<file path="src/hdl/ktt_pkg.sv">
`timescale 1ns / 1ps
// ----------------------------------------------------------------------------
// ktt_pkg: shared types and codes of the keyed timeout table
// Item kinds, result status codes and the command beat passed from the
// front end to the table engine.
// ----------------------------------------------------------------------------
package ktt_pkg;

  localparam int IdW   = 16;
  localparam int DelayW = 32;
  localparam int TimeW = 48;

  // Item kinds.
  localparam logic [1:0] KIND_SET    = 2'd0;
  localparam logic [1:0] KIND_CANCEL = 2'd1;
  localparam logic [1:0] KIND_TICK   = 2'd2;
  localparam logic [1:0] KIND_CLEAR  = 2'd3;

  // Result status codes.
  localparam logic [2:0] ST_FIRED     = 3'd0;
  localparam logic [2:0] ST_OK        = 3'd1;
  localparam logic [2:0] ST_FULL      = 3'd2;
  localparam logic [2:0] ST_REMOVED   = 3'd3;
  localparam logic [2:0] ST_NOT_FOUND = 3'd4;

  // Command handed from the front end to the engine.
  typedef struct packed {
    logic [1:0]       kind;
    logic [IdW-1:0]   id;
    logic [TimeW-1:0] deadline;
    logic [TimeW-1:0] now;
  } cmd_t;

endpackage

</file>
<file path="src/hdl/ktt_ifs.sv">
`timescale 1ns / 1ps
// ----------------------------------------------------------------------------
// ktt_ifs: channel interfaces of the keyed timeout table
// Input item channel and result channel, each with valid/ready.
// ----------------------------------------------------------------------------
interface ktt_in_if;
  logic        valid;
  logic        ready;
  logic [1:0]  kind;
  logic [15:0] timer_id;
  logic [31:0] delay_ms;
  logic [47:0] now_ms;

  modport source (output valid, kind, timer_id, delay_ms, now_ms, input ready);
  modport sink (input valid, kind, timer_id, delay_ms, now_ms, output ready);
endinterface

interface ktt_out_if;
  logic        valid;
  logic        ready;
  logic [15:0] fired_id;
  logic [2:0]  status;
  logic        last;

  modport source (output valid, fired_id, status, last, input ready);
  modport sink (input valid, fired_id, status, last, output ready);
endinterface

</file>
<file path="src/hdl/ktt_front.sv">
`timescale 1ns / 1ps
// ----------------------------------------------------------------------------
// ktt_front: item intake and command queue
// Accepts input beats, computes the saturated deadline and queues the
// command in a two-entry queue ahead of the table engine.
// ----------------------------------------------------------------------------
module ktt_front
  import ktt_pkg::*;
(
  input  logic              clk,
  input  logic              rst_n,
  input  logic              in_valid,
  output logic              in_ready,
  input  logic [1:0]        in_kind,
  input  logic [IdW-1:0]    in_timer_id,
  input  logic [DelayW-1:0] in_delay_ms,
  input  logic [TimeW-1:0]  in_now_ms,
  output logic              cmd_valid,
  input  logic              cmd_ready,
  output cmd_t              cmd
);

  cmd_t       q_r [2];
  logic       wptr_r, wptr_nxt;
  logic       rptr_r, rptr_nxt;
  logic [1:0] cnt_r, cnt_nxt;
  logic [TimeW:0] sum;
  cmd_t       new_cmd;
  logic       push, pop;

  // Deadline is now plus delay, pinned at the top of the time range.
  always_comb begin
    sum = {1'b0, in_now_ms} + {{(TimeW + 1 - DelayW){1'b0}}, in_delay_ms};
    new_cmd.kind     = in_kind;
    new_cmd.id       = in_timer_id;
    new_cmd.deadline = sum[TimeW] ? {TimeW{1'b1}} : sum[TimeW-1:0];
    new_cmd.now      = in_now_ms;
  end

  assign in_ready  = (cnt_r != 2'd2);
  assign cmd_valid = (cnt_r != 2'd0);
  assign cmd       = q_r[rptr_r];
  assign push      = in_valid && in_ready;
  assign pop       = cmd_valid && cmd_ready;

  // Queue pointers and fill level.
  always_comb begin
    wptr_nxt = push ? ~wptr_r : wptr_r;
    rptr_nxt = pop ? ~rptr_r : rptr_r;
    cnt_nxt  = cnt_r + {1'b0, push} - {1'b0, pop};
  end

  always_ff @(posedge clk) begin
    if (!rst_n) begin
      wptr_r <= 1'b0;
      rptr_r <= 1'b0;
      cnt_r  <= 2'd0;
    end else begin
      wptr_r <= wptr_nxt;
      rptr_r <= rptr_nxt;
      cnt_r  <= cnt_nxt;
    end
  end

  // Queue storage.
  always_ff @(posedge clk) begin
    if (push) begin
      q_r[wptr_r] <= new_cmd;
    end
  end

endmodule

</file>
<file path="src/hdl/ktt_engine.sv">
`timescale 1ns / 1ps
// ----------------------------------------------------------------------------
// ktt_engine: timeout table engine
// Holds the compacted table in memories, scans and compacts it one entry a
// cycle, and drives the registered result channel.
// ----------------------------------------------------------------------------
module ktt_engine
  import ktt_pkg::*;
#(
  parameter int TABLE_DEPTH = 16
) (
  input  logic             clk,
  input  logic             rst_n,
  input  logic             cmd_valid,
  output logic             cmd_ready,
  input  cmd_t             cmd,
  output logic             busy,
  output logic             out_valid,
  input  logic             out_ready,
  output logic [IdW-1:0]   out_fired_id,
  output logic [2:0]       out_status,
  output logic             out_last
);

  localparam int CW = $clog2(TABLE_DEPTH + 1);
  localparam int IW = (TABLE_DEPTH > 1) ? $clog2(TABLE_DEPTH) : 1;

  localparam logic [2:0] S_IDLE = 3'd0;
  localparam logic [2:0] S_SCAN = 3'd1;
  localparam logic [2:0] S_FIN  = 3'd2;
  localparam logic [2:0] S_DRD  = 3'd3;
  localparam logic [2:0] S_DOUT = 3'd4;

  logic [2:0]       state_r, state_nxt;
  cmd_t             cmd_r, cmd_nxt;
  logic [CW-1:0]    count_r, count_nxt;
  logic [CW-1:0]    rp_r, rp_nxt;
  logic [CW-1:0]    wp_r, wp_nxt;
  logic [CW-1:0]    sp_r, sp_nxt;
  logic             pend_r, pend_nxt;
  logic             found_r, found_nxt;

  logic [IdW-1:0]   id_mem   [TABLE_DEPTH];
  logic [TimeW-1:0] dl_mem   [TABLE_DEPTH];
  logic [IdW-1:0]   fire_mem [TABLE_DEPTH];
  logic [IdW-1:0]   rd_id_r;
  logic [TimeW-1:0] rd_dl_r;
  logic [IdW-1:0]   fire_rd_r;

  logic             out_valid_r, out_valid_nxt;
  logic [IdW-1:0]   out_id_r, out_id_nxt;
  logic [2:0]       out_st_r, out_st_nxt;
  logic             out_last_r, out_last_nxt;

  logic             out_free;
  logic             issue;
  logic             drop;
  logic             mem_we;
  logic [IW-1:0]    mem_wa;
  logic [IdW-1:0]   mem_wid;
  logic [TimeW-1:0] mem_wdl;
  logic             fire_we;
  logic             fire_re;
  logic             tbl_re;

  assign out_free     = !out_valid_r || out_ready;
  assign issue        = (rp_r < count_r);
  assign busy         = (state_r != S_IDLE);
  assign cmd_ready    = (state_r == S_IDLE);
  assign out_valid    = out_valid_r;
  assign out_fired_id = out_id_r;
  assign out_status   = out_st_r;
  assign out_last     = out_last_r;

  // Whether the entry read last cycle leaves the table.
  always_comb begin
    if (cmd_r.kind == KIND_TICK) begin
      drop = (rd_dl_r < cmd_r.now);
    end else begin
      drop = !found_r && (rd_id_r == cmd_r.id) &&
             ((cmd_r.kind != KIND_SET) || (cmd_r.id != '0));
    end
  end

  // Sequencer.
  always_comb begin
    state_nxt     = state_r;
    cmd_nxt       = cmd_r;
    count_nxt     = count_r;
    rp_nxt        = rp_r;
    wp_nxt        = wp_r;
    sp_nxt        = sp_r;
    pend_nxt      = pend_r;
    found_nxt     = found_r;
    out_valid_nxt = out_valid_r && !out_ready;
    out_id_nxt    = out_id_r;
    out_st_nxt    = out_st_r;
    out_last_nxt  = out_last_r;
    mem_we        = 1'b0;
    mem_wa        = wp_r[IW-1:0];
    mem_wid       = rd_id_r;
    mem_wdl       = rd_dl_r;
    fire_we       = 1'b0;
    fire_re       = 1'b0;
    tbl_re        = 1'b0;
    unique case (state_r)
      S_IDLE: begin
        if (cmd_valid) begin
          cmd_nxt   = cmd;
          rp_nxt    = '0;
          wp_nxt    = '0;
          sp_nxt    = '0;
          pend_nxt  = 1'b0;
          found_nxt = 1'b0;
          state_nxt = (cmd.kind == KIND_CLEAR) ? S_FIN : S_SCAN;
        end
      end
      S_SCAN: begin
        // Read one entry a cycle; settle the previous one.
        tbl_re   = issue;
        rp_nxt   = issue ? rp_r + 1'b1 : rp_r;
        pend_nxt = issue;
        if (pend_r) begin
          if (drop) begin
            found_nxt = 1'b1;
            if (cmd_r.kind == KIND_TICK) begin
              fire_we = 1'b1;
              sp_nxt  = sp_r + 1'b1;
            end
          end else begin
            mem_we = 1'b1;
            wp_nxt = wp_r + 1'b1;
          end
        end
        if (!issue && !pend_r) begin
          count_nxt = wp_r;
          if (cmd_r.kind != KIND_TICK) begin
            state_nxt = S_FIN;
          end else begin
            state_nxt = (sp_r == '0) ? S_IDLE : S_DRD;
          end
        end
      end
      S_FIN: begin
        if (out_free) begin
          out_valid_nxt = 1'b1;
          out_id_nxt    = cmd_r.id;
          out_last_nxt  = 1'b1;
          state_nxt     = S_IDLE;
          if (cmd_r.kind == KIND_SET) begin
            if (count_r == CW'(TABLE_DEPTH)) begin
              out_st_nxt = ST_FULL;
            end else begin
              mem_we     = 1'b1;
              mem_wa     = count_r[IW-1:0];
              mem_wid    = cmd_r.id;
              mem_wdl    = cmd_r.deadline;
              count_nxt  = count_r + 1'b1;
              out_st_nxt = ST_OK;
            end
          end else if (cmd_r.kind == KIND_CANCEL) begin
            out_st_nxt = found_r ? ST_REMOVED : ST_NOT_FOUND;
          end else begin
            count_nxt  = '0;
            out_st_nxt = ST_OK;
          end
        end
      end
      S_DRD: begin
        // Fired ids come back newest table position first.
        fire_re   = 1'b1;
        sp_nxt    = sp_r - 1'b1;
        state_nxt = S_DOUT;
      end
      S_DOUT: begin
        if (out_free) begin
          out_valid_nxt = 1'b1;
          out_id_nxt    = fire_rd_r;
          out_st_nxt    = ST_FIRED;
          out_last_nxt  = (sp_r == '0);
          state_nxt     = (sp_r == '0) ? S_IDLE : S_DRD;
        end
      end
      default: begin
        state_nxt = S_IDLE;
      end
    endcase
  end

  // Control registers.
  always_ff @(posedge clk) begin
    if (!rst_n) begin
      state_r     <= S_IDLE;
      count_r     <= '0;
      rp_r        <= '0;
      wp_r        <= '0;
      sp_r        <= '0;
      pend_r      <= 1'b0;
      found_r     <= 1'b0;
      out_valid_r <= 1'b0;
    end else begin
      state_r     <= state_nxt;
      count_r     <= count_nxt;
      rp_r        <= rp_nxt;
      wp_r        <= wp_nxt;
      sp_r        <= sp_nxt;
      pend_r      <= pend_nxt;
      found_r     <= found_nxt;
      out_valid_r <= out_valid_nxt;
    end
  end

  // Payload registers.
  always_ff @(posedge clk) begin
    cmd_r      <= cmd_nxt;
    out_id_r   <= out_id_nxt;
    out_st_r   <= out_st_nxt;
    out_last_r <= out_last_nxt;
  end

  // Table memories: one write port, one registered read port.
  always_ff @(posedge clk) begin
    if (mem_we) begin
      id_mem[mem_wa] <= mem_wid;
      dl_mem[mem_wa] <= mem_wdl;
    end
    if (tbl_re) begin
      rd_id_r <= id_mem[rp_r[IW-1:0]];
      rd_dl_r <= dl_mem[rp_r[IW-1:0]];
    end
  end

  // Stack of fired ids for the current tick.
  always_ff @(posedge clk) begin
    if (fire_we) begin
      fire_mem[sp_r[IW-1:0]] <= rd_id_r;
    end
    if (fire_re) begin
      fire_rd_r <= fire_mem[sp_nxt[IW-1:0]];
    end
  end

endmodule

</file>
<file path="src/hdl/keyed_timeout_table_unit.sv">
`timescale 1ns / 1ps
// ----------------------------------------------------------------------------
// keyed_timeout_table_unit: ordered table of pending timeouts with ids
// Set, cancel, tick and clear operations on a compacted timeout table.
// ----------------------------------------------------------------------------
//
//   Channel   Direction  Beat contents
//   in_ch     in         kind, timer_id, delay_ms, now_ms
//   out_ch    out        fired_id, status, last
//
// A set or cancel scans the whole table through the memory read port, one
// entry per cycle, and then writes its result; a tick scans the table and
// then returns its fired ids one by one, and a clear skips the scan.
// A two-entry command queue lets up to two items wait while the engine works.
// Reset empties the table at once; no clearing pass is needed.
// A stalled result channel holds the engine; intake continues until the
// queue is full.
//
module keyed_timeout_table_unit
  import ktt_pkg::*;
#(
  parameter int TABLE_DEPTH = 16
) (
  input  logic       clk,
  input  logic       rst_n,
  ktt_in_if.sink     in_ch,
  ktt_out_if.source  out_ch
);

  logic cmd_valid;
  logic cmd_ready;
  cmd_t cmd;
  logic busy;

  ktt_front u_front (
    .clk         (clk),
    .rst_n       (rst_n),
    .in_valid    (in_ch.valid),
    .in_ready    (in_ch.ready),
    .in_kind     (in_ch.kind),
    .in_timer_id (in_ch.timer_id),
    .in_delay_ms (in_ch.delay_ms),
    .in_now_ms   (in_ch.now_ms),
    .cmd_valid   (cmd_valid),
    .cmd_ready   (cmd_ready),
    .cmd         (cmd)
  );

  ktt_engine #(
    .TABLE_DEPTH (TABLE_DEPTH)
  ) u_engine (
    .clk          (clk),
    .rst_n        (rst_n),
    .cmd_valid    (cmd_valid),
    .cmd_ready    (cmd_ready),
    .cmd          (cmd),
    .busy         (busy),
    .out_valid    (out_ch.valid),
    .out_ready    (out_ch.ready),
    .out_fired_id (out_ch.fired_id),
    .out_status   (out_ch.status),
    .out_last     (out_ch.last)
  );

  // Only fired results may be followed by more results of the same item.
  a_single_ends: assert property (@(posedge clk) disable iff (!rst_n)
    out_ch.valid && (out_ch.status != ST_FIRED) |-> out_ch.last)
    else $error("non-fired result without last");

  // An accepted beat is always waiting for the engine in the next cycle.
  a_queue_holds: assert property (@(posedge clk) disable iff (!rst_n)
    in_ch.valid && in_ch.ready |=> cmd_valid)
    else $error("accepted beat not queued");

  // A command taken by the engine puts it to work.
  a_engine_starts: assert property (@(posedge clk) disable iff (!rst_n)
    cmd_valid && cmd_ready |=> busy)
    else $error("engine did not start on a command");

endmodule

</file>
<file path="src/flat_wrapper.sv">
// flat-port wrapper written by rule: the top's interface ports become plain ports
module keyed_timeout_table_unit_flat import ktt_pkg::*;
#(
  parameter int TABLE_DEPTH = 16
)
  (clk, rst_n, in_ch_valid, in_ch_kind, in_ch_timer_id, in_ch_delay_ms, in_ch_now_ms, in_ch_ready, out_ch_valid, out_ch_fired_id, out_ch_status, out_ch_last, out_ch_ready);
  ktt_in_if in_ch_i ();
  ktt_out_if out_ch_i ();
  input  logic clk;
  input  logic rst_n;
  input wire logic [$bits(in_ch_i.valid)-1:0] in_ch_valid;
  input wire logic [$bits(in_ch_i.kind)-1:0] in_ch_kind;
  input wire logic [$bits(in_ch_i.timer_id)-1:0] in_ch_timer_id;
  input wire logic [$bits(in_ch_i.delay_ms)-1:0] in_ch_delay_ms;
  input wire logic [$bits(in_ch_i.now_ms)-1:0] in_ch_now_ms;
  output wire logic [$bits(in_ch_i.ready)-1:0] in_ch_ready;
  output wire logic [$bits(out_ch_i.valid)-1:0] out_ch_valid;
  output wire logic [$bits(out_ch_i.fired_id)-1:0] out_ch_fired_id;
  output wire logic [$bits(out_ch_i.status)-1:0] out_ch_status;
  output wire logic [$bits(out_ch_i.last)-1:0] out_ch_last;
  input wire logic [$bits(out_ch_i.ready)-1:0] out_ch_ready;
  assign in_ch_i.valid = in_ch_valid;
  assign in_ch_i.kind = in_ch_kind;
  assign in_ch_i.timer_id = in_ch_timer_id;
  assign in_ch_i.delay_ms = in_ch_delay_ms;
  assign in_ch_i.now_ms = in_ch_now_ms;
  assign in_ch_ready = in_ch_i.ready;
  assign out_ch_valid = out_ch_i.valid;
  assign out_ch_fired_id = out_ch_i.fired_id;
  assign out_ch_status = out_ch_i.status;
  assign out_ch_last = out_ch_i.last;
  assign out_ch_i.ready = out_ch_ready;
  keyed_timeout_table_unit #(.TABLE_DEPTH(TABLE_DEPTH)) u_core (.clk(clk), .rst_n(rst_n), .in_ch(in_ch_i), .out_ch(out_ch_i));
endmodule
</file>
<file path="config.mk">
export PLATFORM = sky130hd
export DESIGN_NAME = keyed_timeout_table_unit_flat
export DESIGN_NICKNAME = d
export VERILOG_FILES = /design/src/hdl/ktt_pkg.sv /design/src/hdl/ktt_ifs.sv /design/src/hdl/ktt_front.sv /design/src/hdl/ktt_engine.sv /design/src/hdl/keyed_timeout_table_unit.sv /design/src/flat_wrapper.sv
export SDC_FILE = /design/constraint.sdc
export NUM_CORES = 2
export LEC_CHECK = 0
export BUFFER_PORTS_ARGS = -buffer_cell sky130_fd_sc_hd__buf_2
export CAP_MARGIN = 40
export CORE_UTILIZATION = 55
export CTS_CLUSTER_DIAMETER = 60
export DETAILED_ROUTE_END_ITERATION = 10
export GPL_TIMING_DRIVEN = 0
export PLACE_DENSITY_LB_ADDON = 0.08
export SLEW_MARGIN = 20
export SYNTH_ARGS = -nofsm -noshare
export SYNTH_HDL_FRONTEND = slang
export SYNTH_SLANG_ARGS = --single-unit
</file>
<file path="constraint.sdc">
create_clock -name clk -period 14.08 [get_ports clk]
set_input_delay 0.704 -clock clk [delete_from_list [all_inputs] [get_ports clk]]
set_output_delay 0.704 -clock clk [all_outputs]
set_load 0.02 [all_outputs]
</file>
==> reports/qor.yml <==
gr-total-overflow: 0
combPwrFrac_pct: 16.2
crit_path_start_kind: "primary input"
p_clk_share_pct: 34.2
pre_cts_ws_ns: 7.92
fin_crit_ns: 5.29
relSlewSlack_pct: 40.1
synth.most_common_cell: "edfxtp_1"
status: "finished, final reports clean"
cts_buffer_depth: 3
critical_path.max_stage_delay_ns: 0.86
cts_tree: "done"
final-hold-violation-count: 0
post-route-drc-count: 0
layout.nets: 4307
peakVddDrop_mv: 0.147
synthTopCellsByCount: "edfxtp_1 (1722), nand2_1 (391), mux4_2 (320)"
synth_top_family_by_area: "multiplexers"
setup-violations-final: 0
synth_compound_area_share_pct: 3.16
die_y_um: 358
numCtsBuffers: 175
synth_xor_area_share_pct: 0.806
dr_total_vias: 36100
fin_ws_ns: 8.79
hold_path.class: "primary input to register"
grtUsageTotal_pct: 26.9
yosysUniqueCellTypes: 66
start_util_pct: 55.4
io_buffer_count: 123
grt_pass1_vias: 35900
synth_edf_count: 1722
path_common_cell: "buf_2"
drive_gt1_share_pct: 26.0
htreeDepth: 4
wirelength_um: 169000
rsz0062_at_grt: "false"
core_area_um2: 126000
drt_iter0_markers: 4334
synth-adder-area-share_pct: 1.70
clock-sinks: 1753
gp_congestion: 0.863
vias_per_cell: 6.10
insertion_delay_ns: 0.80
max_slew.worst_pin.slew_ns: 0.896
grt_max_degree: 62
root_buffer: "clkbuf_16"
synth_seq_cells: 1753
cp_max_fo: 10
synth_top_area_share_pct: 74.3
yosys.area.top_type: "edfxtp_1"
post_drt_wl_per_cell_um: 28.5
dp_hpwl_um: 112000
yosys.area_share.simple_pct: 4.38
netlist_area_um2: 69600
syn_inst: 3651
power.density_nw_per_um2: 165
synthMuxAreaShare_pct: 13.3
crit_arrival_ns: 5.89
place_area_um2: 75300
syn2layout_area_growth_pct: 16.4
p_int_mw: 9.87
die_w_um: 358
diodes: 0
dieArea_um2: 128000
tns_ns: 0
path_class: "primary input to register"
fillers: 8576
ios: 124
post_cts_buffers: 0
rows: 130
cts_resized: 0
period_share_pct: 37.6
final_cell_area_um2: 81000
max_cap_violations: 0
ys.warnings.count: 0
synth.area.top_cells: "edfxtp_1 (74%), mux4_2 (10%), mux2_2 (2.4%), nand2_1 (2.1%), ha_1 (1.7%)"
p_sw_mw: 3.50
critPathCaptureType: "register"
fin_skew_ns: 0.0311
ys_seq_area_share_pct: 75.2
slowest_stage: "nand4_2"
grt_first_pass_wirelength_um: 245000
syn_nets: 3847
path_clk_slew_ns: 0.06
leakage_nw: 26.8
p_sw_share_pct: 26.2
cts_hold_buf: 0
postSynthAreaPerCell_um2: 19.1
critPathRequiredTime_ns: 14.68
antenna_found_initial: 2
slew_viol_final: 0
ys_async_sr_fraction_pct: 0
firstDrtPassIters: 6
drt.antenna.violating_nets: 0
seqPwrFrac_pct: 49.6
ys.flop_type: "edfxtp_1"
worstPathCellList: "buf_2 > ha_1 > inv_1 > fa_1 > nor2b_1 > o21a_1 > o21ai_1 > a21oi_1 > nor2_1 > o41ai_2 > a31oi_1 > o21ai_2 > nand4_2 > buf_2 > a41oi_1"
timing.fmax_ghz: 0.189
[cell usage in the layout (no fill, tap or decap), types with 38 or more instances in the layout]
cell type,synthesis,routed
xnor2_1,38,38
a21oi_1,59,57
edfxtp_1,1722,1722
mux4_2,320,320
nor2_1,80,53
nand2_1,391,391
mux2_2,151,151
buf_16,0,46
clkbuf_16,0,178
inv_1,78,76
buf_2,22,158
a211oi_1,51,51
ha_1,93,93
and2_1,59,59
buf_6,6,54
clkbuf_1,104,137
a31oi_1,42,42
[flip-flops by register name, indices dropped and copies added (netlist names), 3 cells and up, named ones only]
register,cells
u_core.u_engine.sp_r,5
u_core.u_engine.fire_mem,256
u_core.u_engine.state_r,3
u_core.u_engine.rp_r,5
u_core.u_engine.out_status,3
u_core.u_engine.out_fired_id,16
u_core.u_engine.rd_dl_r,48
u_core.u_engine.rd_id_r,16
u_core.u_engine.cmd_r,114
u_core.u_front.q_r,228
u_core.u_engine.count_r,5
u_core.u_engine.dl_mem,768
u_core.u_engine.fire_rd_r,16
u_core.u_engine.id_mem,256
u_core.u_engine.wp_r,5
[cell families (layout without fill, tap and decap cells)]
kind of cell	count (synthesis)	count (layout)
AND/OR/NAND/NOR	685	685
buffers and inverters	243	847
flip-flops	1753	1753
XOR/XNOR	64	64
AO/OA/AOI/OAI	307	307
multiplexers	505	505
adder cells (fa/ha/maj)	94	94
[through the flow]
stage	instances	util (%)	hold WS, ns	total power [mW]
floorplan	3651	-	0.479	8.05
global placement	5424	57.5	0.510	8.83
detailed placement	5577	60.0	0.510	8.90
CTS	5898	64.4	0.0504	13.4
global route	5905	64.5	0.0728	13.8
finish	5905	64.5	0.117	13.4
[per-layer routing]
metal	up-vias	routed length, um	global-route usage, %
li1	15600	-	-
met1	18800	73400	40.4
met2	1495	79400	41.7
met3	210	12300	4.33
met4	0	3440	6.86
met5	-	0	0
[power by group through the flow]
stage / clock network (mW) / logic (mW) / registers (mW)
finish: 4.57 / 2.17 / 6.63
global route: 4.83 / 2.34 / 6.66
CTS: 4.63 / 2.17 / 6.64
detailed placement: 0 / 2.16 / 6.74
global placement: 0 / 2.01 / 6.82
floorplan: 0 / 1.37 / 6.68
[cell type report]
type | count | area (um2) | share of cell area [%]
sequential | 1753 | 52300 | 64.6
multi-input combinational | 1655 | 16400 | 20.3
clock buffer | 222 | 4650 | 5.74
timing repair buffer | 283 | 3500 | 4.32
tap | 1650 | 2060 | 2.55
clock inverter | 99 | 948 | 1.17
buffer | 165 | 736 | 0.909
inverter | 78 | 305 | 0.377
[critical path: cells and delay by family]
family | cells | cell delay, ns
AOI/OAI and AO/OA | 7 | 2.64
and+or+nand+nor | 3 | 1.19
buffers and inverters | 3 | 0.77
adders and majority gates | 2 | 0.57
[path summary, 6_finish.rpt]
check                                                 start                       endpoint  slack (ns)  cells past startpoint
worst max-delay path                        in_ch_now_ms[0]      u_core.u_front.q_r[1][87]        8.79                     15
worst max register to register  u_core.u_engine.rd_dl_r[38]  u_core.u_engine.dl_mem[2][25]        8.95                     13
worst min register to register    u_core.u_front.q_r[0][42]      u_core.u_engine.cmd_r[42]        0.54                      1
worst min-delay path                     in_ch_timer_id[15]     u_core.u_front.q_r[1][111]        0.12                      1
(Power assumes the default switching activity.)
